**src/sv/hart_frame_receiver_core_assert.svh**
```systemverilog
// assertion helpers shared by the frame receiver rtl
// every check is clocked on the rising edge and held off during reset
`ifndef HART_FRAME_RECEIVER_CORE_ASSERT_SVH
`define HART_FRAME_RECEIVER_CORE_ASSERT_SVH

// same-cycle implication
`define HFR_ASSERT_IMP(label, clock, resetn, ante, cons, msg) \
    label: assert property (@(posedge clock) disable iff (!resetn) (ante) |-> (cons)) \
        else $error(msg);

// next-cycle implication
`define HFR_ASSERT_NXT(label, clock, resetn, ante, cons, msg) \
    label: assert property (@(posedge clock) disable iff (!resetn) (ante) |=> (cons)) \
        else $error(msg);

`endif

```
**src/sv/hfr_pkg.sv**
```systemverilog
// ----------------------------------------------------------------------------
// hfr_pkg
// Types, codes and constants of the frame receiver.
// ----------------------------------------------------------------------------
package hfr_pkg;

    localparam int HFR_BUFFER_BYTES       = 267;
    localparam int HFR_LONG_ADDRESS_BYTES = 5;

    localparam int HFR_CFG_INDEX_W = 3;
    localparam int HFR_CFG_DATA_W  = 24;

    typedef enum logic [HFR_CFG_INDEX_W-1:0] {
        CFG_POLL_ADDRESS  = 3'd0,
        CFG_DEVICE_TYPE   = 3'd1,
        CFG_DEVICE_ID     = 3'd2,
        CFG_MIN_PREAMBLES = 3'd3,
        CFG_MAX_PREAMBLES = 3'd4
    } cfg_index_t;

    localparam logic [4:0] HFR_MIN_PREAMBLES_RST = 5'd2;
    localparam logic [4:0] HFR_MAX_PREAMBLES_RST = 5'd30;

    localparam logic [7:0] HFR_PREAMBLE    = 8'hFF;
    localparam logic [7:0] HFR_DELIM_MASK  = 8'h67;
    localparam logic [7:0] HFR_DELIM_CODE  = 8'h02;

    // error flag bit positions
    localparam int ERR_BAD_LRC   = 0;
    localparam int ERR_FRAMING   = 1;
    localparam int ERR_OVERRUN   = 2;
    localparam int ERR_PARITY    = 3;
    localparam int ERR_EXCESS_PA = 4;
    localparam int ERR_SHORT_PA  = 5;
    localparam int ERR_STX       = 6;
    localparam int ERR_EXTRA     = 7;

    localparam logic [7:0] HFR_ERR_RESET = 8'h01;

    // match flag bit positions
    localparam int MF_VALID = 0;
    localparam int MF_BCAST = 1;
    localparam int MF_PRIM  = 2;
    localparam int MF_LRCOK = 3;
    localparam int MF_FRAME = 4;

    typedef enum logic [1:0] {
        FS_HUNT     = 2'd0,
        FS_IN_FRAME = 2'd1,
        FS_COMPLETE = 2'd2,
        FS_ABORTED  = 2'd3
    } frame_state_t;

    typedef enum logic [1:0] {
        TMR_NONE        = 2'd0,
        TMR_GAP_START   = 2'd1,
        TMR_REPLY_START = 2'd2,
        TMR_REPLY_STOP  = 2'd3
    } timer_event_t;

    typedef struct packed {
        logic       kind;
        logic [7:0] rx_byte;
        logic       parity_error;
        logic       framing_error;
        logic       overrun_error;
    } hfr_item_t;

    typedef struct packed {
        logic [1:0] frame_state;
        logic [7:0] error_flags;
        logic       command_ready;
        logic       frame_received;
        logic       lrc_ok;
        logic       address_valid;
        logic       broadcast;
        logic       from_primary;
        logic       store_valid;
        logic [8:0] store_index;
        logic [7:0] store_byte;
        logic [1:0] timer_event;
    } hfr_result_t;

    typedef struct packed {
        logic [5:0]  poll_address;
        logic [13:0] device_type;
        logic [23:0] device_id;
        logic [4:0]  min_preambles;
        logic [4:0]  max_preambles;
    } hfr_cfg_t;

endpackage

```
**src/sv/hfr_stream_if.sv**
```systemverilog
// ----------------------------------------------------------------------------
// hfr_stream_if
// Valid/ready channels for received bytes and for results.
// ----------------------------------------------------------------------------
interface hfr_item_if import hfr_pkg::*; ();
    logic      valid;
    logic      ready;
    hfr_item_t data;

    modport source (output valid, output data, input ready);
    modport sink   (input valid, input data, output ready);
endinterface

interface hfr_result_if import hfr_pkg::*; ();
    logic        valid;
    logic        ready;
    hfr_result_t data;

    modport source (output valid, output data, input ready);
    modport sink   (input valid, input data, output ready);
endinterface

```
**src/sv/hfr_frame_fsm.sv**
```systemverilog
// ----------------------------------------------------------------------------
// hfr_frame_fsm
// Frame state, address store and per-byte decode; state advances on step.
// ----------------------------------------------------------------------------
`include "hart_frame_receiver_core_assert.svh"

module hfr_frame_fsm
    import hfr_pkg::*;
#(
    parameter int BUFFER_BYTES = HFR_BUFFER_BYTES
)
(
    input  logic        clk,
    input  logic        rst_n,
    input  hfr_cfg_t    cfg,
    input  logic        step,
    input  hfr_item_t   item,
    output hfr_result_t res
);

    localparam int WPOS_W = $clog2(BUFFER_BYTES + 1);
    localparam logic [WPOS_W-1:0] BUF_LIMIT = WPOS_W'(BUFFER_BYTES);
    localparam int ACNT_W = 3;

    typedef enum logic [2:0] {
        PH_HUNT,
        PH_ADDR,
        PH_CMD,
        PH_BCNT,
        PH_DATA,
        PH_LRC,
        PH_XTRA
    } phase_t;

    phase_t              phase_reg,  phase_next;
    logic [4:0]          pre_reg,    pre_next;
    logic [ACNT_W-1:0]   acnt_reg,   acnt_next;
    logic                long_reg,   long_next;
    logic [7:0]          exp_reg,    exp_next;
    logic [7:0]          dcnt_reg,   dcnt_next;
    logic [7:0]          lrc_reg,    lrc_next;
    logic [WPOS_W-1:0]   wpos_reg,   wpos_next;
    logic [7:0]          err_reg,    err_next;
    logic [4:0]          mf_reg,     mf_next;

    logic [7:0] addr_mem [HFR_LONG_ADDRESS_BYTES];
    logic [7:0] addr_view [HFR_LONG_ADDRESS_BYTES];
    logic       addr_we;

    logic [13:0] addr_type;
    logic [23:0] addr_id;
    logic        long_hit;
    logic        bcast_hit;
    logic        short_hit;

    logic       line_err;
    logic       abort_frame;
    logic       to_hunt;
    logic       store;
    logic       cmd_pulse;
    logic [1:0] timer;
    logic [7:0] b;

    assign b        = item.rx_byte;
    assign line_err = item.parity_error | item.framing_error | item.overrun_error;

    // address bytes as they stand once this byte is written
    always_comb
    begin
        for (int i = 0; i < HFR_LONG_ADDRESS_BYTES; i++)
        begin
            addr_view[i] = (acnt_reg == ACNT_W'(i)) ? b : addr_mem[i];
        end
    end

    assign addr_type = {addr_view[0][5:0], addr_view[1]};
    assign addr_id   = {addr_view[2], addr_view[3], addr_view[4]};
    assign short_hit = (addr_view[0][5:0] == cfg.poll_address);
    assign long_hit  = (addr_type == cfg.device_type) && (addr_id == cfg.device_id);
    assign bcast_hit = (addr_type == 14'd0) && (addr_id == 24'd0);

    always_comb
    begin
        phase_next  = phase_reg;
        pre_next    = pre_reg;
        acnt_next   = acnt_reg;
        long_next   = long_reg;
        exp_next    = exp_reg;
        dcnt_next   = dcnt_reg;
        lrc_next    = lrc_reg;
        wpos_next   = wpos_reg;
        err_next    = err_reg;
        mf_next     = mf_reg;
        abort_frame = 1'b0;
        to_hunt     = 1'b0;
        store       = 1'b0;
        cmd_pulse   = 1'b0;
        timer       = TMR_NONE;
        addr_we     = 1'b0;
        res         = '0;

        if (item.kind)
        begin
            res.frame_state = FS_HUNT;
            res.error_flags = HFR_ERR_RESET;
            res.timer_event = TMR_REPLY_STOP;
        end
        else
        begin
            if (item.framing_error)
                err_next[ERR_FRAMING] = 1'b1;
            if (item.overrun_error && phase_reg != PH_HUNT)
                err_next[ERR_OVERRUN] = 1'b1;
            if (item.parity_error)
                err_next[ERR_PARITY] = 1'b1;

            case (phase_reg)
                PH_HUNT:
                begin
                    if (item.parity_error || item.framing_error)
                        abort_frame = 1'b1;
                    else if (b == HFR_PREAMBLE)
                    begin
                        if (pre_reg >= cfg.max_preambles)
                        begin
                            err_next[ERR_EXCESS_PA] = 1'b1;
                            abort_frame = 1'b1;
                        end
                        else
                            pre_next = pre_reg + 5'd1;
                    end
                    else if ((b & HFR_DELIM_MASK) == HFR_DELIM_CODE)
                    begin
                        if (pre_reg < cfg.min_preambles)
                        begin
                            err_next[ERR_SHORT_PA] = 1'b1;
                            abort_frame = 1'b1;
                        end
                        else
                        begin
                            long_next  = b[7];
                            acnt_next  = '0;
                            phase_next = PH_ADDR;
                            timer      = TMR_GAP_START;
                            store      = 1'b1;
                        end
                    end
                    else
                    begin
                        err_next[ERR_STX] = 1'b1;
                        abort_frame = 1'b1;
                    end
                end
                PH_ADDR:
                begin
                    if (line_err)
                        abort_frame = 1'b1;
                    else
                    begin
                        addr_we   = (acnt_reg < ACNT_W'(HFR_LONG_ADDRESS_BYTES));
                        acnt_next = acnt_reg + ACNT_W'(1);
                        store     = 1'b1;
                        if (acnt_next >= (long_reg ? ACNT_W'(HFR_LONG_ADDRESS_BYTES)
                                                   : ACNT_W'(1)))
                        begin
                            phase_next         = PH_CMD;
                            mf_next[MF_VALID]  = 1'b0;
                            mf_next[MF_BCAST]  = 1'b0;
                            mf_next[MF_PRIM]   = addr_view[0][7];
                            if (!long_reg)
                                mf_next[MF_VALID] = short_hit;
                            else if (long_hit)
                                mf_next[MF_VALID] = 1'b1;
                            else if (bcast_hit)
                            begin
                                mf_next[MF_VALID] = 1'b1;
                                mf_next[MF_BCAST] = 1'b1;
                            end
                        end
                    end
                end
                PH_CMD:
                begin
                    phase_next = PH_BCNT;
                    err_next[ERR_BAD_LRC] = 1'b1;
                    cmd_pulse  = mf_reg[MF_VALID];
                    store      = 1'b1;
                end
                PH_BCNT:
                begin
                    if (line_err)
                        abort_frame = 1'b1;
                    else
                    begin
                        exp_next   = b;
                        dcnt_next  = '0;
                        phase_next = (b != 8'd0) ? PH_DATA : PH_LRC;
                        store      = 1'b1;
                    end
                end
                PH_DATA:
                begin
                    dcnt_next = dcnt_reg + 8'd1;
                    if (dcnt_next == exp_reg)
                        phase_next = PH_LRC;
                    store = 1'b1;
                end
                PH_LRC:
                begin
                    timer = TMR_REPLY_START;
                    if (lrc_reg == b)
                    begin
                        err_next[ERR_BAD_LRC] = 1'b0;
                        mf_next[MF_LRCOK]     = 1'b1;
                    end
                    else
                    begin
                        err_next[ERR_BAD_LRC] = 1'b1;
                        mf_next[MF_LRCOK]     = 1'b0;
                    end
                    if (mf_reg[MF_VALID])
                    begin
                        mf_next[MF_FRAME] = 1'b1;
                        phase_next        = PH_XTRA;
                    end
                    else
                        to_hunt = 1'b1;
                    store = 1'b1;
                end
                default:
                begin
                    err_next[ERR_EXTRA] = 1'b1;
                    store = 1'b1;
                end
            endcase

            if (store)
            begin
                if (wpos_reg < BUF_LIMIT)
                begin
                    res.store_valid = 1'b1;
                    res.store_index = 9'(wpos_reg);
                    res.store_byte  = b;
                    wpos_next       = wpos_reg + WPOS_W'(1);
                end
                lrc_next = lrc_reg ^ b;
            end

            if (abort_frame)
            begin
                res.frame_state = FS_ABORTED;
                timer           = TMR_REPLY_STOP;
            end
            else if (to_hunt || phase_next == PH_HUNT)
                res.frame_state = FS_HUNT;
            else if (phase_next == PH_XTRA)
                res.frame_state = FS_COMPLETE;
            else
                res.frame_state = FS_IN_FRAME;

            res.error_flags    = err_next;
            res.command_ready  = cmd_pulse;
            res.frame_received = mf_next[MF_FRAME];
            res.lrc_ok         = mf_next[MF_LRCOK];
            res.address_valid  = mf_next[MF_VALID];
            res.broadcast      = mf_next[MF_BCAST];
            res.from_primary   = mf_next[MF_PRIM];
            res.timer_event    = timer;
        end

        if (item.kind || abort_frame || to_hunt)
        begin
            phase_next = PH_HUNT;
            pre_next   = '0;
            acnt_next  = '0;
            long_next  = 1'b0;
            exp_next   = '0;
            dcnt_next  = '0;
            lrc_next   = '0;
            wpos_next  = '0;
            err_next   = HFR_ERR_RESET;
            mf_next    = '0;
        end
    end

    always_ff @(posedge clk or negedge rst_n)
    begin
        if (!rst_n)
        begin
            phase_reg <= PH_HUNT;
            pre_reg   <= '0;
            acnt_reg  <= '0;
            long_reg  <= 1'b0;
            exp_reg   <= '0;
            dcnt_reg  <= '0;
            lrc_reg   <= '0;
            wpos_reg  <= '0;
            err_reg   <= HFR_ERR_RESET;
            mf_reg    <= '0;
        end
        else if (step)
        begin
            phase_reg <= phase_next;
            pre_reg   <= pre_next;
            acnt_reg  <= acnt_next;
            long_reg  <= long_next;
            exp_reg   <= exp_next;
            dcnt_reg  <= dcnt_next;
            lrc_reg   <= lrc_next;
            wpos_reg  <= wpos_next;
            err_reg   <= err_next;
            mf_reg    <= mf_next;
        end
    end

    // address bytes hold no reset value
    always_ff @(posedge clk)
    begin
        if (step && addr_we)
            addr_mem[acnt_reg] <= b;
    end

    `HFR_ASSERT_IMP(a_hunt_no_position, clk, rst_n, phase_reg == PH_HUNT, wpos_reg == '0,
        "buffer position not cleared while hunting")
    `HFR_ASSERT_IMP(a_hunt_no_lrc, clk, rst_n, phase_reg == PH_HUNT, lrc_reg == 8'd0,
        "running lrc not cleared while hunting")
    `HFR_ASSERT_IMP(a_frame_in_extra, clk, rst_n, mf_reg[MF_FRAME], phase_reg == PH_XTRA,
        "frame received flag outside the extra phase")

endmodule

```
**src/sv/hart_frame_receiver_core.sv**
```systemverilog
// ----------------------------------------------------------------------------
// hart_frame_receiver_core
// Slave-side frame receiver: preamble, delimiter, address match, LRC check.
// ----------------------------------------------------------------------------
// item channel: one transaction per received UART byte with its line error
// flags, or a restart (kind set) that sends the receiver back to hunting.
// result channel: one transaction per item with frame state, error flags,
// address match results, a buffer store request and a timer event.
// cfg_we/cfg_index/cfg_wdata write the poll address, device type, device id
// and preamble limits; write them only while no transaction is in flight.
// a byte accepted into the input register is decoded there, and its result
// is loaded into the result register once that register is free or being
// read. throughput: one item per cycle while results are taken, set by the
// single decode stage between the input and result registers.
// a stalled result register holds; the input register fills behind it and
// ready drops only when both are occupied.
// reset: receiver hunting, error flags at bad lrc only, limits at 2 and 30,
// address and id registers at zero; no clearing pass is needed.
// ----------------------------------------------------------------------------
`include "hart_frame_receiver_core_assert.svh"

module hart_frame_receiver_core
    import hfr_pkg::*;
#(
    parameter int BUFFER_BYTES = HFR_BUFFER_BYTES
)
(
    input  logic                       clk,
    input  logic                       rst_n,
    input  logic                       cfg_we,
    input  logic [HFR_CFG_INDEX_W-1:0] cfg_index,
    input  logic [HFR_CFG_DATA_W-1:0]  cfg_wdata,
    hfr_item_if.sink                   item,
    hfr_result_if.source               result
);

    hfr_cfg_t    cfg_reg;
    hfr_item_t   item_reg;
    logic        item_valid_reg;
    hfr_result_t res_reg;
    logic        res_valid_reg;
    hfr_result_t res_next;
    logic        advance;

    assign advance      = item_valid_reg && (!res_valid_reg || result.ready);
    assign item.ready   = !item_valid_reg || advance;
    assign result.valid = res_valid_reg;
    assign result.data  = res_reg;

    always_ff @(posedge clk or negedge rst_n)
    begin
        if (!rst_n)
        begin
            cfg_reg.poll_address  <= '0;
            cfg_reg.device_type   <= '0;
            cfg_reg.device_id     <= '0;
            cfg_reg.min_preambles <= HFR_MIN_PREAMBLES_RST;
            cfg_reg.max_preambles <= HFR_MAX_PREAMBLES_RST;
        end
        else if (cfg_we)
        begin
            case (cfg_index)
                CFG_POLL_ADDRESS:  cfg_reg.poll_address  <= cfg_wdata[5:0];
                CFG_DEVICE_TYPE:   cfg_reg.device_type   <= cfg_wdata[13:0];
                CFG_DEVICE_ID:     cfg_reg.device_id     <= cfg_wdata[23:0];
                CFG_MIN_PREAMBLES: cfg_reg.min_preambles <= cfg_wdata[4:0];
                CFG_MAX_PREAMBLES: cfg_reg.max_preambles <= cfg_wdata[4:0];
                default:           ;
            endcase
        end
    end

    always_ff @(posedge clk or negedge rst_n)
    begin
        if (!rst_n)
        begin
            item_valid_reg <= 1'b0;
            res_valid_reg  <= 1'b0;
        end
        else
        begin
            if (item.valid && item.ready)
                item_valid_reg <= 1'b1;
            else if (advance)
                item_valid_reg <= 1'b0;

            if (advance)
                res_valid_reg <= 1'b1;
            else if (result.ready)
                res_valid_reg <= 1'b0;
        end
    end

    always_ff @(posedge clk)
    begin
        if (item.valid && item.ready)
            item_reg <= item.data;
        if (advance)
            res_reg <= res_next;
    end

    hfr_frame_fsm #(
        .BUFFER_BYTES (BUFFER_BYTES)
    ) u_fsm (
        .clk   (clk),
        .rst_n (rst_n),
        .cfg   (cfg_reg),
        .step  (advance),
        .item  (item_reg),
        .res   (res_next)
    );

    `HFR_ASSERT_NXT(a_advance_loads, clk, rst_n, advance, res_valid_reg,
        "decoded transaction did not reach the result register")
    `HFR_ASSERT_IMP(a_store_in_range, clk, rst_n, res_valid_reg && res_reg.store_valid,
        res_reg.store_index < 9'(BUFFER_BYTES), "store index beyond buffer")
    `HFR_ASSERT_IMP(a_abort_stops_timer, clk, rst_n,
        res_valid_reg && res_reg.frame_state == FS_ABORTED,
        res_reg.timer_event == TMR_REPLY_STOP, "abort without reply timer stop")

endmodule
```
**src/flat_wrapper.sv**
```systemverilog
// flat-port wrapper written by rule: the top's interface ports become plain ports
module hart_frame_receiver_core_flat import hfr_pkg::*;
#(
    parameter int BUFFER_BYTES = HFR_BUFFER_BYTES
)
  (clk, rst_n, cfg_we, cfg_index, cfg_wdata, item_valid, item_data, item_ready, result_valid, result_data, result_ready);
  hfr_item_if item_i ();
  hfr_result_if result_i ();
  input  logic clk;
  input  logic rst_n;
  input  logic cfg_we;
  input  logic [HFR_CFG_INDEX_W-1:0] cfg_index;
  input  logic [HFR_CFG_DATA_W-1:0] cfg_wdata;
  input wire logic [$bits(item_i.valid)-1:0] item_valid;
  input wire logic [$bits(item_i.data)-1:0] item_data;
  output wire logic [$bits(item_i.ready)-1:0] item_ready;
  output wire logic [$bits(result_i.valid)-1:0] result_valid;
  output wire logic [$bits(result_i.data)-1:0] result_data;
  input wire logic [$bits(result_i.ready)-1:0] result_ready;
  assign item_i.valid = item_valid;
  assign item_i.data = item_data;
  assign item_ready = item_i.ready;
  assign result_valid = result_i.valid;
  assign result_data = result_i.data;
  assign result_i.ready = result_ready;
  hart_frame_receiver_core #(.BUFFER_BYTES(BUFFER_BYTES)) u_core (.clk(clk), .rst_n(rst_n), .cfg_we(cfg_we), .cfg_index(cfg_index), .cfg_wdata(cfg_wdata), .item(item_i), .result(result_i));
endmodule
```
**config.mk**
```make
export PLATFORM = sky130hd
export DESIGN_NAME = hart_frame_receiver_core_flat
export DESIGN_NICKNAME = d
export VERILOG_FILES = /design/src/sv/hfr_pkg.sv /design/src/sv/hfr_stream_if.sv /design/src/sv/hfr_frame_fsm.sv /design/src/sv/hart_frame_receiver_core.sv /design/src/flat_wrapper.sv
export VERILOG_INCLUDE_DIRS = /design/src /design/src/sv
export SDC_FILE = /design/constraint.sdc
export NUM_CORES = 1
export LEC_CHECK = 0
export ABC_AREA = 1
export BUFFER_PORTS_ARGS = -buffer_cell sky130_fd_sc_hd__clkbuf_2
export CAP_MARGIN = 5
export CORE_MARGIN = 1
export CORE_UTILIZATION = 60
export CTS_CLUSTER_DIAMETER = 80
export CTS_CLUSTER_SIZE = 28
export DETAILED_ROUTE_END_ITERATION = 8
export GPL_ROUTABILITY_DRIVEN = 0
export PLACE_DENSITY = 0.8
export SYNTH_ARGS = -nofsm -noshare
export SYNTH_HDL_FRONTEND = slang
export SYNTH_SLANG_ARGS = --single-unit
export TNS_END_PERCENT = 1
```
**constraint.sdc**
```tcl
create_clock -name clk -period 3.3 [get_ports clk]
set_input_delay 0.165 -clock clk [delete_from_list [all_inputs] [get_ports clk]]
set_output_delay 0.165 -clock clk [all_outputs]
set_load 0.01 [all_outputs]
```
# == Word-level counts from Yosys, hierarchy flattened ==
# Memory sizes are Yosys's and may differ from the RTL's.
# Cells that the tools add are included.
# word_totals
mem_bits_ro,0
output_inout_bits,38
memories,1
latchBits,0
ff_bits,162
in_bits,44
mem_bits_rw,40
# mem_list
name,depth,width,read_ports,rd_ports_with_merged_regs,wr,line,rtl
u_core.u_fsm.addr_mem,5,8,5,0,1,hfr_frame_fsm.sv:46,logic [7:0] addr_mem [HFR_LONG_ADDRESS_BYTES];
# classes
n_reduce_logical,51
n_bitwise,6
mul,0
n_shift,0
order_cmp,5
n_addsub,4
eq_ne,33
div,0
muxes,123
# ops
operator,n
8-bit 2-to-1 mux,17
3-bit 2-to-1 mux,25
1-bit 2-to-1 mux,52
5-bit 2-to-1 mux,8
9-bit 2-to-1 mux,4
24-bit == test,1
24-bit zero test,1
3-bit by 2-bit == test with 1-bit output (second input constant),6
18-bit 2-to-1 mux,1
2-bit 2-to-1 mux,9
3-bit inequality test (second input constant),6
3-bit one-hot mux with 6 select lines,1
8-bit == test,2
8-bit one-hot mux with 2 select lines,1
2-bit nonzero test,8
3-bit == test (second input constant),5
14-bit == test,1
14-bit zero test,1
3-bit zero test,4
2-bit AND reduction,6
4-bit AND reduction,3
2-bit by 1-bit inequality test with 1-bit output (second input constant),5
9-bit by 1-bit adder with 9-bit output (second input constant),1
3-bit by 1-bit == test with 1-bit output (second input constant),3
other kinds (30),51

# == Depth between registers and ports, before layout ==
# Gate-level depths: netlist of run 1.
# depth
word_depth,12
ltp_mapped,18
mapped_depth_nobuf,18

# == Hierarchy ==
# Synthesis of run 1 repeated with hierarchy kept, for this count alone.
# hier_totals
cells_unflattened,1306
area_unflattened_um2,10551.4
# modules_own_cells
mod,seq_area_each_um2,cells_per_inst,n_inst,area_per_inst_um2
hfr_frame_fsm,2623.8,1000,1,6775.2
hart_frame_receiver_core,2849.0,306,1,3776.1

# == Least setup slack after synthesis of run 1 ==
# Ideal clock, no wire load.
# synth_timing
kind,reg-to-reg
startpoint,reg u_core.u_fsm.phase_reg[2]
endpoint,"mem u_core.u_fsm.addr_mem[4][0], enable pin"
period_less_slack_ns,2.518
n_path_buf,1
stages_incl_launch_ff,10
required_time_ns,2.905
arrival_time_ns,2.123
path_slack_ns,0.782
path_cell_list,dfrtp_1 > buf_2 > inv_1 > nand2_1 > nor2_1 > inv_1 > nor2_1 > and2_1 > inv_1 > nor4_1
# synth_between
elab_chain_len,6
# synth_rtl
item,line,rtl
"start, declared",hfr_frame_fsm.sv:35,"phase_t phase_reg, phase_next;"
"start signal, assigned",hfr_frame_fsm.sv:303,phase_reg <= phase_next;
3-bit by 1-bit == test with 1-bit output,hfr_frame_fsm.sv:117,case (phase_reg)
1-bit 2-to-1 mux,hfr_frame_fsm.sv:117,
1-bit 2-to-1 mux,hfr_frame_fsm.sv:102,if (item.kind)
1-bit logical AND,hfr_frame_fsm.sv:319,if (step && addr_we)
1-bit 2-to-1 mux,hfr_frame_fsm.sv:319,
1-bit 2-to-1 mux (not written as such),hfr_frame_fsm.sv:320,addr_mem[acnt_reg] <= b;
"end, declared",hfr_frame_fsm.sv:46,
# Every way passes these cells.

# == Worst setup path in the final report of run 1 ==
# layout_timing
startpoint,reg u_core.u_fsm.acnt_reg[0]
endpoint,reg u_core.res_reg (netlist bit u_core.result.data[21]) (data pin)
# layout_between
elab_chain_len,10
# layout_rtl
item,line,rtl
"start, declared",hfr_frame_fsm.sv:37,"logic [ACNT_W-1:0] acnt_reg, acnt_next;"
"start signal, assigned",hfr_frame_fsm.sv:305,acnt_reg <= acnt_next;
"3-bit == test, or another cell as far along",hfr_frame_fsm.sv:72,addr_view[i] = (acnt_reg == ACNT_W'(i)) ? b : addr_mem[i];
8-bit 2-to-1 mux,hfr_frame_fsm.sv:72,
24-bit zero test or 14-bit zero test (tied branches),hfr_frame_fsm.sv:80,assign bcast_hit = (addr_type == 14'd0) && (addr_id == 24'd0);
1-bit logical AND,hfr_frame_fsm.sv:80,
2-bit 2-to-1 mux,hfr_frame_fsm.sv:174,else if (bcast_hit)
1-bit 2-to-1 mux,hfr_frame_fsm.sv:172,else if (long_hit)
1-bit 2-to-1 mux,hfr_frame_fsm.sv:170,if (!long_reg)
3-bit 2-to-1 mux *,hfr_frame_fsm.sv:163,if (acnt_next >= (long_reg ? ACNT_W'(HFR_LONG_ADDRESS_BYTES)
3-bit 2-to-1 mux *,hfr_frame_fsm.sv:156,if (line_err)
3-bit 2-to-1 mux *,hfr_frame_fsm.sv:117,
"end signal, assigned",hart_frame_receiver_core.sv:99,res_reg <= res_next;
"end, declared",hart_frame_receiver_core.sv:40,hfr_result_t res_reg;
# Every way passes the cells marked *; elsewhere a longest branch is shown, timed or not.
# A chain may end at the register's enable or synchronous reset.

==> run_results.csv, run 1 <==
group,metric,value,unit
cts,htreeDepth,1,
power,switching_share,27.2,%
global_route,met3_usage,3.54,%
sta,rsz0062_at_grt,"no",
floorplanning,row_count,47,
sta,holdWs,0.0328,ns
global_route,use_met2,46.2,%
power,internal_power,3.93,mW
power,power_frac_comb,13.1,%
placement,numPlacedInstances,1444,
hold_path,min-delay-start,"cfg_wdata[1]",
finish,nets,1335,
synth,ys_top_cells_by_area,"dfrtp_1 (27%), edfxtp_1 (26%), nand2_1 (10%), inv_1 (5.3%), o21ai_0 (4.3%)",
synth,synth_most_common_cell,"nand2_1",
critical_path,path_class,"reg2reg",
sta,min_period_over_period,88.2,%
cts,clk_pin_slew,0.11,ns
synth,synth.top_cell.area_share,26.7,%
global_route,grt_max_degree,76,
cts,cts-root-buf,"clkbuf_16",
floorplanning,io_pins,82,
floorplanning,die_h,132,µm
cts,cts_setup_buffers,0,
synth,synth.avg_cell_area,8.77,µm²
sta,tightestPinTransition,1.01,ns
global_route,gr-usage-met1,39.7,%
cts,cts_buffers,12,
global_route,antenna_found_initial,0,
sta,fmax,344,MHz
cts,cts_tree,"built",
power,power_switching,1.47,mW
routing,ant_nets,0,
global_route,grt_pass1_wl,38.6,mm
sta,fin_worst_skew,0.0277,ns
sta,fin_setup_tns,0,ns
finish,largest_register_ffs,54,
finish,finalNonFillerCells,1499,
placement,portBuffers,81,
routing,first_iter_violations,872,
floorplanning,core,16500,µm²
power,p_clk_share,31.9,%
synth,synthCells,1155,
run_status,status,"completed",
synth,synthFlopType,"dfrtp_1",
power,ir_drop,0.000322,V
sta,hold_viol,0,
floorplanning,die_w,132,µm
finish,area_growth,14.2,%
synth,synth_edf_count,87,
cts,cts_buffer_depth,3,
finish,fillers,1256,
synth,synth_area,10100,µm²
synth,synth_area_leader_cell,"dfrtp_1",
finish,post-route-util,70.0,%
sta,period_needed,2.91,ns
global_route,grt_pass1_vias,7686,
finish,drive_above_1_share,14.0,%
synth,yosys-top-cells-count,"nand2_1 (283), inv_1 (142), dfrtp_1 (108)",
power,powerDensity,467,nW/µm²
sta,final_max_slew_viol_count,0,
power,total_power,5.40,mW
routing,drc,0,
global_route,grt_most_used_layer,"met2",
critical_path,crit_path_end_kind,"flip-flop",
finish,diodes,0,
global_route,overflow,0,
floorplanning,dieArea,17400,µm²
critical_path,cp-start-kind,"flip-flop",
routing,wire_per_inst,15.9,µm
synth,synth_cell_types,47,
cts,cts_hold_buffers,35,
critical_path,crit_fanout,23,
cts,clkLatencyLatePin,0.49,ns
routing,first_pass_iters,6,
synth,syn_nets,1217,
routing,num_vias,8193,
critical_path,cp.required,3.56,ns
hold_path,hp-class,"in2reg",
sta,slew_headroom,32.5,%
power,seqPwrFrac,55.0,%
synth,ys_ff_latch,201,
floorplanning,start_util,61.3,%
routing,drt_wl_total,23.8,mm
synth,ys_warn_count,0,
global_route,grt_use_total,28.0,%
routing,vias_per_cell,5.47,
synth,ys_async_sr_fraction,56.7,%
critical_path,setup.worst_path.start,"u_core.u_fsm.acnt_reg[0]",
placement,hpwl,16.6,mm
power,leakagePower,5.34,nW
critical_path,cp.arrival,3.17,ns
job,max_cap_viol_count,0,
cts,cts.repair.resized,0,
sta,setup_viol,0,
cts,cts.sinks,201,
critical_path,r2r_start,"u_core.u_fsm.acnt_reg[0]",
synth,ys_seq_area_share,54.0,%
kinds of logic (layout without fill, tap and decap cells):
logic type | count (synthesis) | in the layout | share of synthesized area [%]
buffers and inverters | 186 | 310 | 7.51
AOI/OAI and AO/OA | 180 | 180 | 9.72
xor gates and xnor gates | 35 | 35 | 3.02
DFF | 201 | 201 | 54.0
and+or+nand+nor | 531 | 531 | 23.1
adders and majority gates | 18 | 18 | 2.22
muxes | 4 | 4 | 0.444
layer usage:
| metal | wire [µm] | up-vias |
|---|---|---|
| li1 | - | 4016 |
| met1 | 10200 | 3813 |
| met2 | 11400 | 332 |
| met3 | 1780 | 32 |
| met4 | 396 | 0 |
| met5 | 0 | - |
path summary, 6_finish.rpt:
path / endpoint / slack (ns) / cells past startpoint
worst max-delay path: u_core.result.data[21] / 0.39 / 15
max in group asynchronous: u_core.cfg_reg[3] / 2.06 / 3
worst min-delay path: u_core.cfg_reg[6] / 0.03 / 3
worst max register to register: u_core.result.data[21] / 0.39 / 15
min in group asynchronous: u_core.u_fsm.wpos_reg[3] / 0.37 / 2
worst min register to register: u_core.u_fsm.err_reg[0] / 0.49 / 2
layout make-up:
| class | count | area (µm²) | share of cell area, % |
|---|---|---|---|
| sequential | 201 | 5470 | 47.3 |
| multi-input combinational | 768 | 3900 | 33.7 |
| timing repair buffer | 136 | 921 | 7.96 |
| inverter | 154 | 582 | 5.03 |
| clock buffer | 14 | 329 | 2.84 |
| tap | 220 | 275 | 2.38 |
| clock inverter | 6 | 91.3 | 0.789 |
power groups by stage:
stage | clock, mW | combinational (mW) | sequential, mW
after CTS | 1.74 | 0.712 | 2.97
after global routing | 1.83 | 0.799 | 2.99
after detailed placement | 0 | 0.673 | 3.02
after global placement | 0 | 0.649 | 3.01
after floorplan | 0 | 0.418 | 3.00
final | 1.72 | 0.709 | 2.97
per-stage QoR:
| stage | area [µm²] | setup WS, ns |
|---|---|---|
| 2_1_floorplan | 10100 | 0.782 |
| 3_3_place_gp | 10800 | 0.596 |
| 3_5_place_dp | 10800 | 0.508 |
| 4_1_cts | 11600 | 0.439 |
| 5_1_grt | 11600 | 0.0797 |
| 6_report | 11600 | 0.390 |
cell usage in the layout, fill, tap and decap left out, types with 3 or more instances in the layout:
master         instances
nand2_1              283
inv_1                142
dfrtp_1              108
nor2_1               100
o21ai_0               88
edfxtp_1              87
clkbuf_2              80
nand3_1               71
dlygate4sd3_1         35
a21oi_1               33
o21ai_1               26
xor2_1                26
buf_4                 20
nor3_1                19
ha_1                  18
o211ai_1              16
nand4_1               13
clkbuf_16             13
inv_2                 10
xnor2_1                9
nand2_2                7
o21ai_2                7
nand3b_1               6
or2_2                  6
dfstp_2                6
nor2_4                 5
nor4_1                 4
mux2_2                 4
nand2_4                4
nor2_2                 3
nand3_2                3
a31oi_1                3
o22ai_1                3
worst max-delay path, cell delays in order, from the launching register on:
cell and delay [ns]:
dfrtp_1 0.47, inv_1 0.17, ha_1 0.27, nand2_2 0.29, o21ai_0 0.40, inv_1 0.14, nand2_1 0.08, nand2_1 0.04
nor2_1 0.08, nand2_1 0.05, nor2_1 0.19, nand2_1 0.10, nor2_1 0.17, nand2_1 0.07, nand2_1 0.08, a21oi_1 0.06
No activity file was read; power rests on OpenSTA's default activity.
==> run 2, diff against run 1 <==
--- a/config.mk
+++ b/config.mk
@@ -16,6 +16,7 @@
 export DETAILED_ROUTE_END_ITERATION = 8
 export GPL_ROUTABILITY_DRIVEN = 0
 export PLACE_DENSITY = 0.8
+export RECOVER_POWER = 25
 export SYNTH_ARGS = -nofsm -noshare
 export SYNTH_HDL_FRONTEND = slang
 export SYNTH_SLANG_ARGS = --single-unit
==> constraint.sdc (replaced) <==
create_clock -name clk -period 3.3 [get_ports clk]
set_input_delay 0.66 -clock clk [delete_from_list [all_inputs] [get_ports clk]]
set_output_delay 0.66 -clock clk [all_outputs]
set_load 0.01 [all_outputs]
==> run_results.csv, run 2 (synthesized netlist as in run 1, its figures left out) <==
group,metric,value,unit
cts,cts.sinks,201,
finish,multiInputGateArea,3900,µm²
finish,nets,1300,
hold_path,hp-class,"in2reg",
sta,rsz0062_at_grt,"no",
routing,vias_per_cell,5.53,
critical_path,crit_fanout,23,
job,max_cap_viol_count,1,
sta,setup_viol,0,
cts,cts-root-buf,"clkbuf_16",
sta,slew_headroom,-51.7,%
cts,cts.repair.resized,0,
sta,min_period_over_period,85.8,%
floorplanning,core,16500,µm²
routing,first_pass_iters,5,
global_route,grt_pass1_vias,7534,
routing,drc,0,
cts,cts_buffers,11,
finish,drive_above_1_share,13.4,%
critical_path,cp.arrival,3.02,ns
sta,fin_setup_tns,0,ns
cts,clk_pin_slew,0.11,ns
routing,drt_wl_total,23.1,mm
finish,largest_register_ffs,54,
placement,hpwl,16.6,mm
sta,final_max_slew_viol_count,38,
power,leakagePower,5.11,nW
placement,portBuffers,81,
global_route,overflow,0,
routing,wire_per_inst,15.8,µm
cts,htreeDepth,1,
critical_path,cp-start-kind,"flip-flop",
sta,fin_worst_skew,0.0189,ns
finish,fillers,1322,
sta,hold_viol,0,
floorplanning,start_util,61.3,%
finish,regArea,5470,µm²
floorplanning,die_h,132,µm
global_route,grt_pass1_wl,37.4,mm
critical_path,path_class,"reg2reg",
finish,diodes,0,
cts,clkLatencyLatePin,0.47,ns
finish,most-common-layout-cells,"nand2_1 (283), inv_1 (142), dfrtp_1 (108)",
floorplanning,io_pins,82,
global_route,grt_max_degree,78,
routing,ant_nets,0,
critical_path,r2r_slack,0.47,ns
cts,cts_setup_buffers,0,
floorplanning,row_count,47,
critical_path,crit_path_end_kind,"flip-flop",
routing,first_iter_violations,797,
sta,period_needed,2.83,ns
sta,tightestPinTransition,2.28,ns
cts,cts_tree,"built",
finish,final_common_cell,"nand2_1",
global_route,antenna_found_initial,0,
power,powerDensity,458,nW/µm²
run_status,violations,"capacitance limit, slew limit",
critical_path,cp.required,3.49,ns
cts,cts_buffer_depth,3,
floorplanning,dieArea,17400,µm²
routing,num_vias,8091,
finish,post-route-util,67.1,%
power,ir_drop,0.000388,V
run_status,status,"finished with violations",
floorplanning,die_w,132,µm
global_route,grt_use_total,27.1,%
cts,cts_hold_buffers,0,
finish,area_growth,9.47,%
sta,fmax,353,MHz
==> run 2: changes by cell type in the layout (fill, tap and decap cells not counted), sizes merged <==
cell | before | now
buf | 21 | 13
bufinv | 1 | 0
clkbuf | 94 | 103
clkinv | 4 | 3
clkinvlp | 0 | 1
dlygate4sd3 | 35 | 0
inv | 155 | 153
==> run 2: through the flow <==
stage | std cells | setup slack (ns) | total power, mW | hold slack [ns] | cell area (µm²)
floorplan | 1155 | 0.562 | 3.42 | 0.364 | 10100
global placement | 1445 | 0.691 | 3.66 | 0.465 | 10800
detailed placement | 1445 | 0.603 | 3.70 | 0.476 | 10800
CTS | 1462 | 0.577 | 5.10 | 0.174 | 11100
global route | 1462 | 0.236 | 5.28 | 0.346 | 11100
finish | 1462 | 0.470 | 5.08 | 0.364 | 11100
==> run 2: path summary, 6_finish.rpt <==
check	start	cells past startpoint	to
max	u_core.u_fsm.acnt_reg[1]	15	u_core.result.data[21]
min	item_data[9]	1	u_core.item_reg[9]
max reg2reg	u_core.u_fsm.acnt_reg[1]	15	u_core.result.data[21]
min reg2reg	u_core.u_fsm.err_reg[0]	2	u_core.u_fsm.err_reg[0]
max in group asynchronous	rst_n	2	u_core.cfg_reg[4]
min in group asynchronous	rst_n	1	u_core.u_fsm.wpos_reg[5]
==> run 2: cell type report <==
class                   count  share of cell area (%)
clock buffers              14                    2.58
clock inverters             3                   0.293
inverters                 154                    5.24
multi-input cells         768                    35.2
flip-flops and latches    201                    49.3
well taps                 220                    2.48
repair buffers            102                    4.91
==> run 2: worst max-delay path, stage by stage (launching register included) <==
cell and delay (ns):
dfrtp_1 0.46, inv_1 0.18, ha_1 0.32, nand2_2 0.29
o21ai_0 0.30, inv_1 0.09, nand2_1 0.07, nand2_1 0.04
nor2_1 0.09, nand2_1 0.06, nor2_1 0.18, nand2_1 0.08
nor2_1 0.16, nand2_1 0.07, nand2_1 0.09, a21oi_1 0.06
==> run 2: layer usage <==
layer	vias up	GRT usage [%]	share of wire (%)	wire length [µm]
li1	3941	-	-	-
met4	0	8.46	2.9	662
met1	3829	37.6	43	9920
met5	-	0	0	0
met3	48	3.27	5.8	1350
met2	273	44.9	48	11200
==> run 2: power by group <==
part / switching, mW / total [mW] / internal, mW / leakage [nW]
clock: 0.804 / 1.44 / 0.637 / 0.150
sequential: 0.138 / 2.97 / 2.83 / 2.30
combinational: 0.432 / 0.668 / 0.236 / 2.67
total: 1.37 / 5.08 / 3.70 / 5.11
